`src/sliding_median_voltage_filter_assert.svh`:
```
// ----------------------------------------------------------------------------
// Sliding median voltage filter - assertion macros
// Shared property forms for the filter's concurrent checks.
// ----------------------------------------------------------------------------
`ifndef SLIDING_MEDIAN_VOLTAGE_FILTER_ASSERT_SVH
`define SLIDING_MEDIAN_VOLTAGE_FILTER_ASSERT_SVH

// same-cycle implication under synchronous active-low reset
`define SMVF_ASSERT_NOW(label, clk, rst_n, cond, expr, msg) \
  label: assert property (@(posedge clk) disable iff (!rst_n) (cond) |-> (expr)) \
    else $error(msg);

// next-cycle implication under synchronous active-low reset
`define SMVF_ASSERT_NEXT(label, clk, rst_n, cond, expr, msg) \
  label: assert property (@(posedge clk) disable iff (!rst_n) (cond) |=> (expr)) \
    else $error(msg);

`endif

```
`src/smvf_pkg.sv`:
```
// ----------------------------------------------------------------------------
// smvf_pkg
// Shared constants and types of the sliding median voltage filter.
// ----------------------------------------------------------------------------
package smvf_pkg;

  localparam int WINDOW_DEF      = 5;
  localparam int SAMPLE_BITS_DEF = 12;

  localparam int GAIN_W  = 24;
  localparam int MV_W    = 16;
  localparam int HELD_W  = 3;
  localparam int Q_SHIFT = 16;

  localparam logic [GAIN_W-1:0] GAIN_RESET = 24'd52813;
  localparam logic [MV_W-1:0]   MV_MAX     = 16'hFFFF;

  typedef struct packed {
    logic              done;
    logic [HELD_W-1:0] held;
  } sel_status_t;

endpackage

```
`src/smvf_select.sv`:
```
// ----------------------------------------------------------------------------
// smvf_select
// Ring store of the last samples and an extract-minimum sequencer that finds
// the sample of rank count/2 with one shared comparator, one entry per cycle.
// ----------------------------------------------------------------------------
module smvf_select #(
  parameter int WINDOW      = smvf_pkg::WINDOW_DEF,
  parameter int SAMPLE_BITS = smvf_pkg::SAMPLE_BITS_DEF
) (
  input  logic                     clk,
  input  logic                     rst_n,
  input  logic                     start,
  input  logic [SAMPLE_BITS-1:0]   sample,
  output logic [SAMPLE_BITS-1:0]   median,
  output smvf_pkg::sel_status_t    status
);

  localparam int IDX_W = (WINDOW > 1) ? $clog2(WINDOW) : 1;
  localparam int CNT_W = $clog2(WINDOW + 1);

  logic [SAMPLE_BITS-1:0] store_r [WINDOW];
  logic [IDX_W-1:0]       wp_r;
  logic [CNT_W-1:0]       fill_r;
  logic [WINDOW-1:0]      used_r;
  logic [CNT_W-1:0]       pass_r;
  logic [IDX_W-1:0]       scan_r;
  logic                   busy_r;
  logic                   done_r;
  logic                   best_ok_r;
  logic [SAMPLE_BITS-1:0] best_r;
  logic [IDX_W-1:0]       best_idx_r;
  logic [SAMPLE_BITS-1:0] med_r;

  logic [SAMPLE_BITS-1:0]            rd;
  logic                              take;
  logic                              last_scan;
  logic                              last_pass;
  logic [SAMPLE_BITS-1:0]            best_nxt;
  logic [IDX_W-1:0]                  best_idx_nxt;
  logic [CNT_W+smvf_pkg::HELD_W-1:0] fill_ext;

  assign rd           = store_r[scan_r];
  assign take         = !used_r[scan_r] && (!best_ok_r || (rd < best_r));
  assign last_scan    = (CNT_W'(scan_r) == (fill_r - CNT_W'(1)));
  assign last_pass    = (pass_r == (fill_r >> 1));
  assign best_nxt     = take ? rd : best_r;
  assign best_idx_nxt = take ? scan_r : best_idx_r;
  assign fill_ext     = {{smvf_pkg::HELD_W{1'b0}}, fill_r};

  always_ff @(posedge clk) begin
    if (start) begin
      store_r[wp_r] <= sample;
    end
    if (busy_r) begin
      best_r     <= best_nxt;
      best_idx_r <= best_idx_nxt;
      if (last_scan && last_pass) begin
        med_r <= best_nxt;
      end
    end
  end

  always_ff @(posedge clk) begin
    if (!rst_n) begin
      wp_r      <= '0;
      fill_r    <= '0;
      used_r    <= '0;
      pass_r    <= '0;
      scan_r    <= '0;
      busy_r    <= 1'b0;
      done_r    <= 1'b0;
      best_ok_r <= 1'b0;
    end else begin
      done_r <= 1'b0;
      if (start) begin
        wp_r      <= (wp_r == IDX_W'(WINDOW - 1)) ? '0 : wp_r + IDX_W'(1);
        fill_r    <= (fill_r < CNT_W'(WINDOW)) ? fill_r + CNT_W'(1) : fill_r;
        used_r    <= '0;
        pass_r    <= '0;
        scan_r    <= '0;
        best_ok_r <= 1'b0;
        busy_r    <= 1'b1;
      end else if (busy_r) begin
        best_ok_r <= best_ok_r || take;
        if (last_scan) begin
          scan_r    <= '0;
          best_ok_r <= 1'b0;
          if (last_pass) begin
            busy_r <= 1'b0;
            done_r <= 1'b1;
          end else begin
            used_r[best_idx_nxt] <= 1'b1;
            pass_r               <= pass_r + CNT_W'(1);
          end
        end else begin
          scan_r <= scan_r + IDX_W'(1);
        end
      end
    end
  end

  assign median      = med_r;
  assign status.done = done_r;
  assign status.held = fill_ext[smvf_pkg::HELD_W-1:0];

endmodule

```
`src/smvf_scale.sv`:
```
// ----------------------------------------------------------------------------
// smvf_scale
// Registered Q16 gain multiply of the median and saturation to millivolts.
// ----------------------------------------------------------------------------
module smvf_scale #(
  parameter int SAMPLE_BITS = smvf_pkg::SAMPLE_BITS_DEF
) (
  input  logic                          clk,
  input  logic                          load,
  input  logic [SAMPLE_BITS-1:0]        median,
  input  logic [smvf_pkg::GAIN_W-1:0]   gain,
  output logic [smvf_pkg::MV_W-1:0]     mv
);

  localparam int PROD_W = SAMPLE_BITS + smvf_pkg::GAIN_W;
  localparam int HI_W   = PROD_W - smvf_pkg::Q_SHIFT;

  logic [PROD_W-1:0] prod_r;
  logic [HI_W-1:0]   hi;

  always_ff @(posedge clk) begin
    if (load) begin
      prod_r <= PROD_W'(median) * PROD_W'(gain);
    end
  end

  assign hi = prod_r[PROD_W-1:smvf_pkg::Q_SHIFT];
  assign mv = (hi > HI_W'(smvf_pkg::MV_MAX)) ? smvf_pkg::MV_MAX
                                              : hi[smvf_pkg::MV_W-1:0];

endmodule

```
`src/sliding_median_voltage_filter.sv`:
```
// ----------------------------------------------------------------------------
// sliding_median_voltage_filter
// Running median of the last WINDOW bus-voltage samples, scaled to mV.
//
// Input channel in_valid/in_ready carries one raw sample per transaction.
// Output channel out_valid/out_ready carries the median raw count, the
// median scaled by the Q16 gain in millivolts (saturated at 65535) and the
// number of samples that took part. One transaction in gives one out.
// cfg_wr_en/cfg_wr_data write the gain at once; write it only while idle.
// After a transaction is taken, in_ready stays low while one comparator
// scans the held samples, extracting the minimum n/2+1 times for n samples
// held, while the gain multiply is registered and until the result is loaded
// into the output register, so no new sample is taken before then.
// Reset empties the window, rewinds the write position and restores the
// gain to its default. If the receiver stalls, the result waits in the
// output register; one new input transaction is still taken and worked on,
// and its result is held back until the register frees.
// ----------------------------------------------------------------------------
module sliding_median_voltage_filter #(
  parameter int WINDOW      = smvf_pkg::WINDOW_DEF,
  parameter int SAMPLE_BITS = smvf_pkg::SAMPLE_BITS_DEF
) (
  input  logic                          clk,
  input  logic                          rst_n,
  input  logic                          in_valid,
  output logic                          in_ready,
  input  logic [SAMPLE_BITS-1:0]        in_sample,
  output logic                          out_valid,
  input  logic                          out_ready,
  output logic [SAMPLE_BITS-1:0]        out_median_raw,
  output logic [smvf_pkg::MV_W-1:0]     out_voltage_mv,
  output logic [smvf_pkg::HELD_W-1:0]   out_samples_held,
  input  logic                          cfg_wr_en,
  input  logic [smvf_pkg::GAIN_W-1:0]   cfg_wr_data
);

  typedef enum logic [1:0] {
    ST_IDLE,
    ST_SEL,
    ST_SCALE
  } state_t;

  state_t                        state_r;
  logic [smvf_pkg::GAIN_W-1:0]   gain_r;
  logic                          out_valid_r;
  logic [SAMPLE_BITS-1:0]        out_median_r;
  logic [smvf_pkg::MV_W-1:0]     out_mv_r;
  logic [smvf_pkg::HELD_W-1:0]   out_held_r;

  logic                          start;
  logic                          out_free;
  logic [SAMPLE_BITS-1:0]        median;
  smvf_pkg::sel_status_t         sel_status;
  logic [smvf_pkg::MV_W-1:0]     mv;

  assign in_ready = rst_n && (state_r == ST_IDLE);
  assign start    = in_valid && in_ready;
  assign out_free = !out_valid_r || out_ready;

  smvf_select #(
    .WINDOW      (WINDOW),
    .SAMPLE_BITS (SAMPLE_BITS)
  ) u_select (
    .clk    (clk),
    .rst_n  (rst_n),
    .start  (start),
    .sample (in_sample),
    .median (median),
    .status (sel_status)
  );

  smvf_scale #(
    .SAMPLE_BITS (SAMPLE_BITS)
  ) u_scale (
    .clk    (clk),
    .load   (sel_status.done),
    .median (median),
    .gain   (gain_r),
    .mv     (mv)
  );

  always_ff @(posedge clk) begin
    if (!rst_n) begin
      state_r     <= ST_IDLE;
      gain_r      <= smvf_pkg::GAIN_RESET;
      out_valid_r <= 1'b0;
    end else begin
      if (cfg_wr_en) begin
        gain_r <= cfg_wr_data;
      end
      if (out_valid_r && out_ready) begin
        out_valid_r <= 1'b0;
      end
      unique case (state_r)
        ST_IDLE: begin
          if (start) begin
            state_r <= ST_SEL;
          end
        end
        ST_SEL: begin
          if (sel_status.done) begin
            state_r <= ST_SCALE;
          end
        end
        ST_SCALE: begin
          if (out_free) begin
            out_valid_r <= 1'b1;
            state_r     <= ST_IDLE;
          end
        end
        default: begin
          state_r <= ST_IDLE;
        end
      endcase
    end
  end

  always_ff @(posedge clk) begin
    if ((state_r == ST_SCALE) && out_free) begin
      out_median_r <= median;
      out_mv_r     <= mv;
      out_held_r   <= sel_status.held;
    end
  end

  assign out_valid        = out_valid_r;
  assign out_median_raw   = out_median_r;
  assign out_voltage_mv   = out_mv_r;
  assign out_samples_held = out_held_r;

`include "sliding_median_voltage_filter_assert.svh"

  `SMVF_ASSERT_NEXT(a_busy_after_accept, clk, rst_n, start, !in_ready,
                    "input taken while previous transaction in progress")
  `SMVF_ASSERT_NOW(a_done_in_sel, clk, rst_n, sel_status.done, state_r == ST_SEL,
                   "median finished outside selection phase")
  `SMVF_ASSERT_NOW(a_held_nonzero, clk, rst_n, out_valid, out_samples_held != '0,
                   "result claims an empty window")
  `SMVF_ASSERT_NEXT(a_result_loaded, clk, rst_n, (state_r == ST_SCALE) && out_free,
                    out_valid && in_ready, "scaled result not presented")

endmodule
```
`config.mk`:
```
export PLATFORM = sky130hd
export DESIGN_NAME = sliding_median_voltage_filter
export DESIGN_NICKNAME = d
export VERILOG_FILES = /design/src/smvf_pkg.sv /design/src/smvf_select.sv /design/src/smvf_scale.sv /design/src/sliding_median_voltage_filter.sv
export VERILOG_INCLUDE_DIRS = /design/src /design/src/src
export SDC_FILE = /design/constraint.sdc
export NUM_CORES = 1
export LEC_CHECK = 0
export BUFFER_PORTS_ARGS = -buffer_cell sky130_fd_sc_hd__buf_2
export CORE_MARGIN = 4
export CORE_UTILIZATION = 51
export DETAILED_ROUTE_END_ITERATION = 8
export PLACE_DENSITY = 0.76
export SETUP_SLACK_MARGIN = 0.05
export SYNTH_ARGS = -nofsm -noshare
export SYNTH_HDL_FRONTEND = slang
export SYNTH_SLANG_ARGS = --single-unit
```
`constraint.sdc`:
```
create_clock -name clk -period 6.05 [get_ports clk]
set_clock_uncertainty 0.05 [all_clocks]
set_input_delay 1.21 -clock clk [delete_from_list [all_inputs] [get_ports clk]]
set_output_delay 1.21 -clock clk [all_outputs]
set_load 0.1 [all_outputs]
```
Word-level counts from Yosys, hierarchy flattened --
Memories as Yosys holds them, arrays and structs flattened. A register that Yosys moved wholly into a read port is not among the register bits. Index checks and enable logic that the tools add are counted.
Word-level totals: output and inout bits 33, register bits after elaboration 141, memories 1, RAM bits 60, word-level logic and storage cells 89
Operators by class: equality and inequality tests 8, multiplexer cells 25, reductions and logical operators 20, add/subtract/negate cells 5, $lt $le $gt $ge 6, $mul 1, bitwise operators 5
Memories:
- u_select.store_r | depth 5, width 12, read ports 1, clocked after memory_dff 1, wr ports 1, line smvf_select.sv:21 | logic [SAMPLE_BITS-1:0] store_r [WINDOW];
Operators by type and width (number):
- 12-bit by 24-bit multiplier with 36-bit output | 1
- 20-bit by 16-bit greater-than comparator with 1-bit output (second input constant) | 1
- 3-bit 2-to-1 mux | 5
- 1-bit 2-to-1 mux | 13
- 3-bit by 1-bit adder with 3-bit output (second input constant) | 4
- 12-bit less-than comparator | 1
- 12-bit 2-to-1 mux | 1
- 3-bit by 4-bit less-than comparator with 1-bit output (second input constant) | 2
- 1-bit logical AND | 7
- 2-bit 2-to-1 mux | 3
- 2-bit case mux with 3 select lines | 1
- 3-bit AND reduction | 2
- 5-bit bitwise OR | 1
- 2-bit inequality test (second input constant) | 2
- 1-bit NOT | 4
- 2-bit AND reduction | 2
- 4-bit OR reduction | 1
- 1-bit binary-select mux with 3-bit select | 1
- 1-bit demux with 3-bit select | 1
- 3-bit by 2-bit equality test with 1-bit output | 1
- 3-bit equality test | 1
- 3-bit equality test (second input constant) | 1
- 3-bit by 1-bit greater-or-equal comparator with 1-bit output (second input constant) | 1
- 1-bit zero test | 3
- other kinds (8) | 10

Longest topological paths before layout --
word-level depth 10, mapped depth 21, depth with buffers taken out 20

Cells and area by module --
From an unflattened synthesis, not the netlist that was laid out.
Second synthesis, totals: cells, all modules 1480, area total of the unflattened synthesis 16041.6 sq um
Modules (own cells, without submodules):
- smvf_scale | area each 9165.0 sq um, cells each 1030, sequential area each 600.6 sq um, instances 1
- smvf_select | area each 4895.9 sq um, cells each 327, sequential area each 3072.9 sq um, instances 1
- sliding_median_voltage_filter | area each 1980.6 sq um, cells each 123, sequential area each 1471.4 sq um, instances 1

Worst setup path before layout --
No wires, ideal clock.
path type reg-to-reg, start register u_select.med_r[8] (netlist: u_select.median[8]), end register u_scale.prod_r[34] (data pin), cell stages (with the launch flop) 20, buffers on the path 1, slack 346 ps, arrival time 5459 ps, data required time 5805 ps, setup time 195 ps, cell sequence edfxtp_1 clkbuf_1 nand2_1 fa_1 inv_1 fa_1 fa_1 fa_1 inv_1 fa_1 inv_1 ha_1 a21oi_1 a21boi_0 nor4_1 a211oi_1 o21ai_0 o31ai_1 or4_1 o311ai_0
Between the ends: word-level cells in the longest chain between the ends 1
Ends and longest elaborated chain:
- start: declaration | line smvf_select.sv:32 | logic [SAMPLE_BITS-1:0] med_r;
- start signal: assignment | line smvf_select.sv:58 | med_r <= best_nxt;
- 12-bit by 24-bit multiplier with 36-bit output | line smvf_scale.sv:23 | prod_r <= PROD_W'(median) * PROD_W'(gain);
- end signal: assignment | line smvf_scale.sv:23
- end: declaration | line smvf_scale.sv:18 | logic [PROD_W-1:0] prod_r;
Every way passes these cells. A chain may end at the register's enable or synchronous reset.

Worst setup path in the final report --
start register u_select.med_r[5] (netlist: u_select.median[5]), end register u_scale.prod_r[35] (data pin)
Same word-level chain as after synthesis.

==> flow_metrics.tcl <==
set metrics [dict create \
    synth_nets 1841 \
    cp_max_fo 14 \
    cts_root_buf "clkbuf_16" \
    power_switching_mw 1.85 \
    power.share.clock 0.228 \
    synth_top_flop_cell "edfxtp_1" \
    syn-instance-count 1494 \
    start_util 0.523 \
    grt_max_degree 41 \
    place_ws_ns -0.0661 \
    start_kind "flop" \
    rsz0062_at_grt "false" \
    clk-insertion-delay-late_ns 0.45 \
    die_h_um 183 \
    gp_congestion 0.914 \
    slew_headroom 0.232 \
    portBuffers 73 \
    fin_nets 1942 \
    placed_cell_area_um2 16800 \
    wl_per_cell_um 17.1 \
    syn-cell-area_um2 15700 \
    cts_tree "done" \
    cellPowerDensity_nw_per_um2 282 \
    grt_overflow 0 \
    synth_edf_count 138 \
    cts_buffers 17 \
    row_count 63 \
    grt_pass1_wl_um 56000 \
    cts_max_level 4 \
    dieWidth_um 183 \
    finalCritPeriodShare 0.963 \
    first_iter_violations 709 \
    yosys_warnings 0 \
    antenna_found_initial 0 \
    viasPerCell 5.32 \
    finalHoldViolCount 0 \
    worst_pin_slew_ns 1.15 \
    drt-pass1-iter-count 5 \
    drive_above_1_share 0.137 \
    pwr-share-seq 0.314 \
    final_cell_mix "nand2_1 (281), inv_1 (270), fa_1 (219), edfxtp_1 (138), and2_1 (87)" \
    clock_sinks 188 \
    final_cell_area_um2 17600 \
    ant_nets 0 \
    setup_viol_count_final 0 \
    synth-async-reset-ratio 0 \
    area_delta_synth_final_pct 12.4 \
    setup_ws_ns 0.225 \
    fillCellCount 2455 \
    max_freq_mhz 172 \
    grt_use_total 0.210 \
    drc 0 \
    utilization 0.588 \
    clk_pin_slew_ns 0.08 \
    holdCritPathClass "flop to flop" \
    cap_violations 0 \
    via_count 10633 \
    insertedDiodeCount 0 \
    internal_power_mw 3.12 \
    setup.worst_path.class "flop to flop" \
    hpwl_um 26400 \
    drt_wl_total_um 34200 \
    syn_area_per_cell_um2 10.5 \
    final_common_cell "nand2_1" \
    yosysSeqAreaShare 0.328 \
    dieArea_um2 33600 \
    cp.arrival_ns 5.97 \
    peakVddDrop_uv 305 \
    coreArea_um2 30000 \
    slew_viol_final 0 \
    cp.required_ns 6.19 \
    io_pins 74 \
    grt_pass1_vias 11210 \
    power_frac_comb 0.458 \
    switching_share 0.372 \
    ys_ff_latch 188 \
    endpoint_kind "flop" \
    yosysUniqueCellTypes 56 \
    clk_path_buf_depth 2 \
    status "complete, no violations" \
    cellLeakagePower_nw 8.06 \
    fin_crit_ns 5.83 \
]
## flip-flops by register name, summed over array words and instances, names as in the netlist, named ones only
signal	count
u_select.fill_r	3
u_select.best_idx_r	3
out_voltage_mv	16
out_samples_held	3
u_select.best_r	12
u_select.median	12
u_select.wp_r	3
u_select.pass_r	3
gain_r	24
u_select.scan_r	3
out_median_raw	12
u_select.best_ok_r	1
out_valid	1
u_select.used_r	5
u_scale.prod_r	20
u_select.done_r	1
u_select.store_r	60
state_r	2
u_select.busy_r	1
## cell families (layout without fill, tap and decap cells)
family                     Yosys count  in the layout  synth area share
xor gates and xnor gates            29             29            0.0162
and+or+nand+nor                    489            489             0.145
adders and majority gates          306            306             0.349
buffers and inverters              341            455            0.0824
muxes                               42             42            0.0366
DFF                                188            188             0.328
AOI/OAI and AO/OA                   99             99            0.0425
## cells in the mapped netlist, types with 8 or more instances
| master | count | share of area |
|---|---|---|
| nor3_1 | 8 | 0.0026 |
| a21o_1 | 9 | 0.0043 |
| a21oi_1 | 24 | 0.0077 |
| edfxtp_1 | 138 | 0.26 |
| fa_1 | 219 | 0.28 |
| nor2_1 | 28 | 0.0067 |
| o21ai_0 | 26 | 0.0083 |
| xnor2_1 | 19 | 0.011 |
| dfxtp_1 | 50 | 0.064 |
| nand3_1 | 17 | 0.0054 |
| and2_1 | 87 | 0.035 |
| clkbuf_1 | 64 | 0.015 |
| inv_1 | 270 | 0.065 |
| nand2b_1 | 23 | 0.0092 |
| nand2_1 | 282 | 0.068 |
| xor2_1 | 10 | 0.0056 |
| mux2i_1 | 28 | 0.018 |
| ha_1 | 87 | 0.069 |
| nor2b_1 | 20 | 0.0080 |
| mux4_2 | 12 | 0.017 |
## power by group through the flow
stage,combinational [mW],sequential (mW),clock (mW)
after detailed placement,2.17,1.59,0
after global placement,2.08,1.58,0
after floorplan,1.64,1.55,0
final,2.28,1.56,1.13
after global routing,2.59,1.56,1.21
after CTS,2.19,1.56,1.16
## final timing paths
| kind | depth (start not counted) | from | endpoint | slack (ns) |
|---|---|---|---|---|
| hold reg to reg | 2 | u_select.used_r[4] | u_select.used_r[4] | 0.44 |
| setup / recovery | 19 | u_select.median[5] | u_scale.prod_r[35] | 0.22 |
| setup reg to reg | 19 | u_select.median[5] | u_scale.prod_r[35] | 0.22 |
| hold / removal | 2 | u_select.used_r[4] | u_select.used_r[4] | 0.44 |
## critical path, cell delays in order (launching register included)
cell and delay [ns]:
edfxtp_1 0.55, buf_6 0.22, nand2_1 0.08, fa_1 0.47, fa_1 0.52, inv_1 0.06
fa_1 0.55, fa_1 0.44, fa_1 0.49, ha_1 0.34, a21oi_1 0.21, nand2_1 0.14
nor4_4 0.28, a211oi_2 0.11, buf_4 0.16, o21ai_1 0.15, buf_4 0.17, o31ai_4 0.09
o41ai_1 0.35, xnor2_1 0.12
## cell type report
cell class                 instances  area, um2  share of cell area
clock inverter                    14        160             0.00909
sequential                       188       5150               0.292
clock buffer                      18        439              0.0249
tap                              390        488              0.0277
multi-input combinational        965       9360               0.531
timing repair buffer             153       1010              0.0576
inverter                         270       1010              0.0575
## per-layer routing
layer / track usage / part of all wire
met2: 0.349 / 0.49
met3: 0.0486 / 0.071
met5: 0 / 0
met1: 0.276 / 0.41
met4: 0.0659 / 0.024
## what timing repair did
action / 4_1_cts / 5_1_grt
endpoints found under the hold margin: 0 / 0
gates resized for setup: 5 / 20
buffers inserted: 3 / 12
setup endpoints to repair: 8 / 9
cloned: 0 / 1
pin swaps: 0 / 6
hold buffers: 0 / 0
## per-stage QoR
stage	hold WS (ns)	TNS, ns	cells	power [mW]
final	0.439	0	1998	4.97
after global routing	0.466	0	1998	5.36
after CTS	0.439	0	1985	4.91
after detailed placement	0.419	-0.0734	1950	3.75
after global placement	0.404	0	1950	3.67
after floorplan	0.356	0	1494	3.19
Note: power is estimated with default switching activity, not from simulation.
